===== src/rtl/core/rlref_pkg.sv =====
package rlref_pkg;

    // Fixed field widths.
    localparam int START_W = 10;
    localparam int EDGE_W  = 10;
    localparam int CFG_W   = 11;

    // Configuration port geometry.
    localparam int PADDR_W = 3;
    localparam int PDATA_W = 32;

    // Register indexes, taken from paddr above the byte offset.
    localparam logic [PADDR_W-3:0] REG_ROW_WIDTH = 1'b0;

    localparam logic [CFG_W-1:0] ROW_WIDTH_RESET = 11'd640;

    typedef struct packed {
        logic [START_W-1:0] start_col;
        logic               pixel_white;
    } t_pixel_word;

    typedef struct packed {
        logic              found;
        logic [EDGE_W-1:0] left_edge;
        logic [EDGE_W-1:0] right_edge;
    } t_result_word;

    // Top level to tracker: one pixel word that advances this cycle.
    typedef struct packed {
        logic        enable;
        t_pixel_word word;
    } t_step_cmd;

    // Tracker to top level: whether the held pixel closes its row, and the row result.
    typedef struct packed {
        logic         last;
        t_result_word result;
    } t_step_status;

endpackage


===== src/rtl/core/rlref_if.sv =====
interface rlref_in_if;
    import rlref_pkg::*;

    logic               valid;
    logic               ready;
    logic [START_W-1:0] start_col;
    logic               pixel_white;

    modport source (output valid, output start_col, output pixel_white, input ready);
    modport sink   (input valid, input start_col, input pixel_white, output ready);
endinterface

interface rlref_out_if;
    import rlref_pkg::*;

    logic              valid;
    logic              ready;
    logic              found;
    logic [EDGE_W-1:0] left_edge;
    logic [EDGE_W-1:0] right_edge;

    modport source (output valid, output found, output left_edge, output right_edge,
                    input ready);
    modport sink   (input valid, input found, input left_edge, input right_edge,
                    output ready);
endinterface


===== src/rtl/core/rlref_tracker.sv =====
module rlref_tracker #(
    parameter int MAX_COLS = 1024
) (
    input  logic                               i_clk,
    input  logic                               i_rst_n,
    input  rlref_pkg::t_step_cmd               i_cmd,
    input  logic [$clog2(MAX_COLS + 1) - 1:0]  i_width,
    output rlref_pkg::t_step_status            o_status
);
    import rlref_pkg::*;

    localparam int CW = $clog2(MAX_COLS);
    localparam int EW = $clog2(MAX_COLS + 1);
    localparam int SW = (EW > START_W) ? EW : START_W;

    logic [CW-1:0]      r_col;
    logic [START_W-1:0] r_start;
    logic [CW-1:0]      r_run_start;
    logic               r_prev;
    logic               r_center;
    logic               r_lvalid;
    logic [CW-1:0]      r_lcol;
    logic [CW-1:0]      r_lrun;
    logic               r_rvalid;
    logic [CW-1:0]      r_rcol;
    logic [CW-1:0]      r_end;
    logic               r_end_seen;

    logic [START_W-1:0] n_start;
    logic [CW-1:0]      n_run_start;
    logic               n_prev;
    logic               n_center;
    logic               n_lvalid;
    logic [CW-1:0]      n_lcol;
    logic [CW-1:0]      n_lrun;
    logic               n_rvalid;
    logic [CW-1:0]      n_rcol;
    logic [CW-1:0]      n_end;
    logic               n_end_seen;

    logic [SW-1:0]      col_ext;
    logic [SW-1:0]      start_ext;
    logic [CW-1:0]      run_begin;
    logic [EW-1:0]      col_plus1;
    logic               pix;
    logic               last;
    logic [SW-1:0]      dist_left;
    logic [SW-1:0]      dist_right;
    logic               take_left;
    logic               found;
    logic [CW-1:0]      le;
    logic [CW-1:0]      re;

    always_comb begin
        pix       = i_cmd.word.pixel_white;
        n_start   = (r_col == '0) ? i_cmd.word.start_col : r_start;
        col_ext   = SW'(r_col);
        start_ext = SW'(n_start);
        run_begin = (r_prev && (r_col != '0)) ? r_run_start : r_col;

        n_run_start = pix ? run_begin : r_run_start;
        n_prev      = pix;
        n_center    = r_center;
        n_lvalid    = r_lvalid;
        n_lcol      = r_lcol;
        n_lrun      = r_lrun;
        n_rvalid    = r_rvalid;
        n_rcol      = r_rcol;
        n_end       = r_end;
        n_end_seen  = r_end_seen;

        priority if (col_ext < start_ext) begin
            if (pix) begin
                n_lvalid = 1'b1;
                n_lcol   = r_col;
                n_lrun   = run_begin;
            end
        end else if (col_ext == start_ext) begin
            n_center = pix;
            if (pix) begin
                n_lrun = run_begin;
                n_end  = r_col;
            end
        end else begin
            // Right of the start: first look for the nearest white pixel,
            // then follow its run (or the start's run) to its end.
            if (!r_center && !r_rvalid) begin
                if (pix) begin
                    n_rvalid = 1'b1;
                    n_rcol   = r_col;
                    n_end    = r_col;
                end
            end else if (!r_end_seen) begin
                if (pix) begin
                    n_end = r_col;
                end else begin
                    n_end_seen = 1'b1;
                end
            end
        end

        col_plus1 = EW'(r_col) + EW'(1);
        last      = (col_plus1 >= i_width);

        dist_left  = start_ext - SW'(n_lcol);
        dist_right = SW'(n_rcol) - start_ext;
        take_left  = (n_lvalid && n_rvalid) ? (dist_left <= dist_right) : n_lvalid;

        found = 1'b0;
        le    = '0;
        re    = '0;
        if (start_ext < SW'(i_width)) begin
            if (n_center) begin
                found = 1'b1;
                le    = n_lrun;
                re    = n_end;
            end else if (n_lvalid || n_rvalid) begin
                found = 1'b1;
                if (take_left) begin
                    le = n_lrun;
                    re = n_lcol;
                end else begin
                    le = n_rcol;
                    re = n_end;
                end
            end
        end

        o_status.last              = last;
        o_status.result.found      = found;
        o_status.result.left_edge  = found ? EDGE_W'(le) : '0;
        o_status.result.right_edge = found ? EDGE_W'(re) : '0;
    end

    always_ff @(posedge i_clk) begin
        if (!i_rst_n || (i_cmd.enable && last)) begin
            r_col       <= '0;
            r_start     <= '0;
            r_run_start <= '0;
            r_prev      <= 1'b0;
            r_center    <= 1'b0;
            r_lvalid    <= 1'b0;
            r_lcol      <= '0;
            r_lrun      <= '0;
            r_rvalid    <= 1'b0;
            r_rcol      <= '0;
            r_end       <= '0;
            r_end_seen  <= 1'b0;
        end else if (i_cmd.enable) begin
            r_col       <= CW'(col_plus1);
            r_start     <= n_start;
            r_run_start <= n_run_start;
            r_prev      <= n_prev;
            r_center    <= n_center;
            r_lvalid    <= n_lvalid;
            r_lcol      <= n_lcol;
            r_lrun      <= n_lrun;
            r_rvalid    <= n_rvalid;
            r_rcol      <= n_rcol;
            r_end       <= n_end;
            r_end_seen  <= n_end_seen;
        end
    end

endmodule


===== src/rtl/core/row_line_run_edge_finder_top.sv =====
// Row run edge finder. Pixels of one binarized row stream in left to right, one word
// per pixel, and the start column is taken from the first word of each row. When the
// word at column row_width-1 is taken, the block emits one result word: the white run
// that holds the start column, or else the run of the nearest white pixel, with ties
// going to the left. A start beyond the row, or a row without a usable white pixel,
// gives found=0 and both edges 0. The block takes one pixel word per clock without a
// break between rows; each word passes an input register, one pass of run-tracking
// logic and, for the last pixel of a row, a result register, which holds the result
// word until it is taken. The input stalls only when a row ends while the previous
// result word still waits at the output. row_width is written through the APB port
// at byte address 0 (reset value 640; 0 acts as 1 and values above MAX_COLS act as
// MAX_COLS) and should be changed only between rows.
module row_line_run_edge_finder_top #(
    parameter int MAX_COLS = 1024
) (
    input  logic                                 i_clk,
    input  logic                                 i_rst_n,
    input  logic                                 psel,
    input  logic                                 penable,
    input  logic                                 pwrite,
    input  logic [rlref_pkg::PADDR_W-1:0]        paddr,
    input  logic [rlref_pkg::PDATA_W-1:0]        pwdata,
    output logic [rlref_pkg::PDATA_W-1:0]        prdata,
    output logic                                 pready,
    rlref_in_if.sink                             i_pix,
    rlref_out_if.source                          o_res
);
    import rlref_pkg::*;

    localparam int EW = $clog2(MAX_COLS + 1);
    localparam int RW = (EW > CFG_W) ? EW : CFG_W;

    // Configuration register.
    logic [CFG_W-1:0]       r_row_width;
    logic [PADDR_W-3:0]     reg_idx;
    logic                   cfg_write;
    logic [RW-1:0]          width_ext;
    logic [EW-1:0]          width_eff;

    // Input register in front of the tracker.
    logic                   r_in_valid;
    t_pixel_word            r_in_word;

    // Result register toward the output channel.
    logic                   r_out_valid;
    t_result_word           r_out_word;

    t_step_cmd              step_cmd;
    t_step_status           step_status;
    logic                   advance;
    logic                   in_ready;

    assign reg_idx   = paddr[PADDR_W-1:2];
    assign cfg_write = psel && penable && pwrite && (reg_idx == REG_ROW_WIDTH);
    assign pready    = 1'b1;
    assign prdata    = (reg_idx == REG_ROW_WIDTH) ? PDATA_W'(r_row_width) : '0;

    always_ff @(posedge i_clk) begin
        if (!i_rst_n) begin
            r_row_width <= ROW_WIDTH_RESET;
        end else if (cfg_write) begin
            r_row_width <= pwdata[CFG_W-1:0];
        end
    end

    // Clamp the programmed width into the range the column counter supports.
    always_comb begin
        width_ext = RW'(r_row_width);
        if (width_ext == '0) begin
            width_eff = EW'(1);
        end else if (width_ext > RW'(MAX_COLS)) begin
            width_eff = EW'(MAX_COLS);
        end else begin
            width_eff = EW'(width_ext);
        end
    end

    // The held pixel moves on unless it closes a row while the result register is
    // still occupied by an untaken word.
    assign advance  = r_in_valid && (!step_status.last || !r_out_valid || o_res.ready);
    assign in_ready = !r_in_valid || advance;
    assign i_pix.ready = in_ready;

    always_ff @(posedge i_clk) begin
        if (!i_rst_n) begin
            r_in_valid <= 1'b0;
        end else if (in_ready) begin
            r_in_valid <= i_pix.valid;
        end
    end

    always_ff @(posedge i_clk) begin
        if (in_ready && i_pix.valid) begin
            r_in_word.start_col   <= i_pix.start_col;
            r_in_word.pixel_white <= i_pix.pixel_white;
        end
    end

    assign step_cmd.enable = advance;
    assign step_cmd.word   = r_in_word;

    rlref_tracker #(
        .MAX_COLS (MAX_COLS)
    ) u_tracker (
        .i_clk    (i_clk),
        .i_rst_n  (i_rst_n),
        .i_cmd    (step_cmd),
        .i_width  (width_eff),
        .o_status (step_status)
    );

    always_ff @(posedge i_clk) begin
        if (!i_rst_n) begin
            r_out_valid <= 1'b0;
        end else if (advance && step_status.last) begin
            r_out_valid <= 1'b1;
        end else if (o_res.ready) begin
            r_out_valid <= 1'b0;
        end
    end

    always_ff @(posedge i_clk) begin
        if (advance && step_status.last) begin
            r_out_word <= step_status.result;
        end
    end

    assign o_res.valid      = r_out_valid;
    assign o_res.found      = r_out_word.found;
    assign o_res.left_edge  = r_out_word.left_edge;
    assign o_res.right_edge = r_out_word.right_edge;

endmodule


===== src/flat_wrapper.sv =====
// flat-port wrapper written by rule: the top's interface ports become plain ports
module row_line_run_edge_finder_top_flat import rlref_pkg::*;
#(
    parameter int MAX_COLS = 1024
)
  (i_clk, i_rst_n, psel, penable, pwrite, paddr, pwdata, prdata, pready, i_pix_valid, i_pix_start_col, i_pix_pixel_white, i_pix_ready, o_res_valid, o_res_found, o_res_left_edge, o_res_right_edge, o_res_ready);
  rlref_in_if i_pix_i ();
  rlref_out_if o_res_i ();
  input  logic i_clk;
  input  logic i_rst_n;
  input  logic psel;
  input  logic penable;
  input  logic pwrite;
  input  logic [rlref_pkg::PADDR_W-1:0] paddr;
  input  logic [rlref_pkg::PDATA_W-1:0] pwdata;
  output logic [rlref_pkg::PDATA_W-1:0] prdata;
  output logic pready;
  input wire logic [$bits(i_pix_i.valid)-1:0] i_pix_valid;
  input wire logic [$bits(i_pix_i.start_col)-1:0] i_pix_start_col;
  input wire logic [$bits(i_pix_i.pixel_white)-1:0] i_pix_pixel_white;
  output wire logic [$bits(i_pix_i.ready)-1:0] i_pix_ready;
  output wire logic [$bits(o_res_i.valid)-1:0] o_res_valid;
  output wire logic [$bits(o_res_i.found)-1:0] o_res_found;
  output wire logic [$bits(o_res_i.left_edge)-1:0] o_res_left_edge;
  output wire logic [$bits(o_res_i.right_edge)-1:0] o_res_right_edge;
  input wire logic [$bits(o_res_i.ready)-1:0] o_res_ready;
  assign i_pix_i.valid = i_pix_valid;
  assign i_pix_i.start_col = i_pix_start_col;
  assign i_pix_i.pixel_white = i_pix_pixel_white;
  assign i_pix_ready = i_pix_i.ready;
  assign o_res_valid = o_res_i.valid;
  assign o_res_found = o_res_i.found;
  assign o_res_left_edge = o_res_i.left_edge;
  assign o_res_right_edge = o_res_i.right_edge;
  assign o_res_i.ready = o_res_ready;
  row_line_run_edge_finder_top #(.MAX_COLS(MAX_COLS)) u_core (.i_clk(i_clk), .i_rst_n(i_rst_n), .psel(psel), .penable(penable), .pwrite(pwrite), .paddr(paddr), .pwdata(pwdata), .prdata(prdata), .pready(pready), .i_pix(i_pix_i), .o_res(o_res_i));
endmodule

===== config.mk =====
export PLATFORM = sky130hd
export DESIGN_NAME = row_line_run_edge_finder_top_flat
export DESIGN_NICKNAME = d
export VERILOG_FILES = /design/src/rtl/core/rlref_pkg.sv /design/src/rtl/core/rlref_if.sv /design/src/rtl/core/rlref_tracker.sv /design/src/rtl/core/row_line_run_edge_finder_top.sv /design/src/flat_wrapper.sv
export SDC_FILE = /design/constraint.sdc
export NUM_CORES = 1
export LEC_CHECK = 0
export ABC_CLOCK_PERIOD_IN_PS = 23100
export BUFFER_PORTS_ARGS = -buffer_cell sky130_fd_sc_hd__buf_2
export CAP_MARGIN = 20
export CORE_MARGIN = 2
export CORE_UTILIZATION = 55
export DETAILED_ROUTE_END_ITERATION = 7
export PLACE_DENSITY = 0.82
export SETUP_SLACK_MARGIN = 0.4
export SKIP_CTS_REPAIR_TIMING = 1
export SLEW_MARGIN = 20
export SYNTH_ARGS = -nofsm -noshare
export SYNTH_HDL_FRONTEND = slang
export SYNTH_SLANG_ARGS = --single-unit

===== constraint.sdc =====
create_clock -name i_clk -period 23.1 [get_ports i_clk]
set_input_delay 1.155 -clock i_clk [delete_from_list [all_inputs] [get_ports i_clk]]
set_output_delay 1.155 -clock i_clk [all_outputs]
set_load 0.01 [all_outputs]

==> reports/results.tsv <==
metric	value	unit
status	completed	
Placed Area	8050	um2
fin crit period	9.51	ns
CP Class	register to register	
final setup vio count	0	
Reg area	2720	um2
vias in the first global route	6158	
ratio of cells with drive above 1 in the final layout	0.153	
crit-path max FO	17	
Die ar.	15000	um2
Num CTS Buffers	17	
worst-case clock buffer depth	2	
Cells after Synth	855	
Worst path top cell family by delay	simple AND/OR/NAND/NOR gates	
DR WL met2	9040	um
synth cell count leaders	dfxtp_1, nor2_1, mux2i_1, nand2_1, ha_1	
Mean Syn Cell Area	9.02	um2
fin crit share	0.411	
max-cap violations	0	
top sig layer	met4	
Register-to-Register Path Depth	30	
hold path endpoint	u_core.u_tracker.r_lrun[9]	
top-count cell post-synth	dfxtp_1	
Rel. slew slack	0.389	
Synth warnings	0	
VDD IR max	0.0479	mV
final WL	18700	um
Post-Layout Cell Count	1087	
DR iter-0 viols	416	
critical path capture point type	register	
global placer's final weighted congestion	0.890	
H-tree depth	4	
vias per cell	5.94	
sequential area share after synthesis	0.353	
synthesized flop and latch total	120	
met1 WL	7950	um
FF-to-FF Start	u_core.u_tracker.r_col[0]	
P_leak	0.00380	uW
gr usage total	0.261	
Post-Syn Area	7710	um2
largest net degree at the start of global routing	76	
area grow syn2layout	11.9	%
ys async rst share	0	
Post-synth EDFFs	32	
multi-input logic area	4580	um2
grt ovf	0	
Top FF cell, synth	dfxtp_1	
vias	6462	
Req. time, crit path	23.27	ns
diode count	0	
Synth top area share	0.229	
CTS sink count	120	
min-delay src	u_core.u_tracker.r_lrun[9]	
final hold violations	0	
die height	122	um
fmax	0.105	GHz
Synth area leader	dfxtp_1	
DPL Wire Length	12900	um
clk_skew	0.00696	ns
Pwr Total	606	uW
slowest stage cell on the critical path	nor2_2	
CTS tree	built	
# IOs	109	
DRT antenna net count	0	
Slew Viols, Final	0	
RSZ-0062 raised after global routing	false	
WL/cell	17.2	um
post-route cell area	8620	um2
synth top area cells	dfxtp_1, edfxtp_1, mux2i_1, ha_1, nor2_1	
core area	13800	um2
PortBufs	63	
Starting Density	0.560	
Rows	43	
WL met3	1140	um
DRC viols	0	
Startpoint Class	register	
CTS root buffer	clkbuf_16	
Worst-Margin Slew	0.914	ns
most frequent cell on the critical path	ha_1	
initial antenna violation count	0	
Largest stage delay, worst path	0.75	ns
critical path arrival	9.68	ns
global-route wire length before repair	30200	um
reg2reg setup slack	13.59	ns
Post-Place Cells	1055	
Die W	122	um
Yosys cell types	76	
Worst-Skew Late Latency	0.43	ns
buffers and inverters on the worst path	2	
worst reg2reg endpoint	u_core.o_res.right_edge[2]	
Power Density	70.3	nW/um2
HP Class	register to register	
setup TNS	0	ns
drt first pass iters	4	
fillcell total	1168	
clock-pin slew on the worst setup and hold paths	0.06	ns
hold path depth	2	
fin nets	1002	
-- worst reg2reg max path, delay by kind of cell (launching register included) --
family	cells	cell delay, ns
xor gates and xnor gates	1	0.18
adders and majority gates	4	1.09
buffers and inverters	2	0.32
muxes	2	0.78
and+or+nand+nor	12	3.82
DFF	1	0.58
AOI/OAI and AO/OA	9	2.48
-- worst max-delay path by stage --
stage	startpoint	slack, ns	to	depth (start not counted)
after floorplan	u_core.u_tracker.r_col[0]	15.18	u_core.o_res.left_edge[3]	33
after global routing	u_core.u_tracker.r_col[1]	12.95	u_core.o_res.right_edge[1]	29
final	u_core.u_tracker.r_col[0]	13.59	u_core.o_res.right_edge[2]	30
after detailed placement	u_core.u_tracker.r_col[1]	13.61	u_core.o_res.left_edge[3]	30
after CTS	u_core.u_tracker.r_col[1]	13.53	u_core.o_res.left_edge[3]	29
after global placement	u_core.u_tracker.r_col[1]	13.76	u_core.o_res.left_edge[3]	30
-- power breakdown --
part	total [uW]	switching, uW	internal [uW]
Clock	256	97.8	158
Sequential	228	5.20	223
Combinational	123	71.7	50.9
-- area by class of cell --
type	instances	share of cell area
Inverter	35	0.0152
Clock buffer	20	0.0506
Tap cell	180	0.0261
Clock inverter	12	0.0148
Multi-Input combinational cell	646	0.531
Sequential cell	120	0.316
Timing Repair Buffer	74	0.0466
-- logic make-up after synthesis --
kind of cell    share of synthesized area
simple gates                        0.168
compound gates                      0.168
flops                               0.353
buf+inv                            0.0662
mux                                 0.115
fa+ha+maj                          0.0945
xor+xnor                           0.0341
other cells                      0.000974
-- registers in the layout, indices dropped and copies added (netlist names), 10 cells and up --
| register | flops |
|---|---|
| u_core.u_tracker.r_lrun | 10 |
| u_core.r_row_width | 11 |
| u_core.u_tracker.r_rcol | 10 |
| u_core.u_tracker.r_run_start | 10 |
| u_core.u_tracker.r_end | 10 |
| u_core.u_tracker.r_col | 10 |
| u_core.r_in_word | 11 |
| u_core.o_res.right_edge | 10 |
| u_core.u_tracker.r_lcol | 10 |
| u_core.o_res.left_edge | 10 |
| u_core.u_tracker.r_start | 10 |
-- per-stage QoR --
stage,hold WS (ns),setup WS [ns],util
floorplan,0.437,15.18,-
global placement,0.443,13.76,0.583
detailed placement,0.452,13.61,0.585
CTS,0.460,13.53,0.626
global route,0.495,12.95,0.626
finish,0.460,13.59,0.626
-- layout by cell type, fill, tap and decap left out, types with 20 or more instances in the layout --
cell	n
dfxtp_1	88
nor2_1	81
mux2i_1	78
nand2_1	67
buf_2	63
ha_1	54
a21oi_1	44
inv_1	34
edfxtp_1	32
a211oi_1	30
conb_1	22
o21ai_0	21
nor3_1	20
and2_1	20
-- layer usage --
metal  global-route usage  up-vias
li1                     -     3101
met1                0.332     3083
met2                0.424      233
met3               0.0553       45
met4                0.123        0
met5                    0        -
No activity file was read; power rests on OpenSTA's default activity.
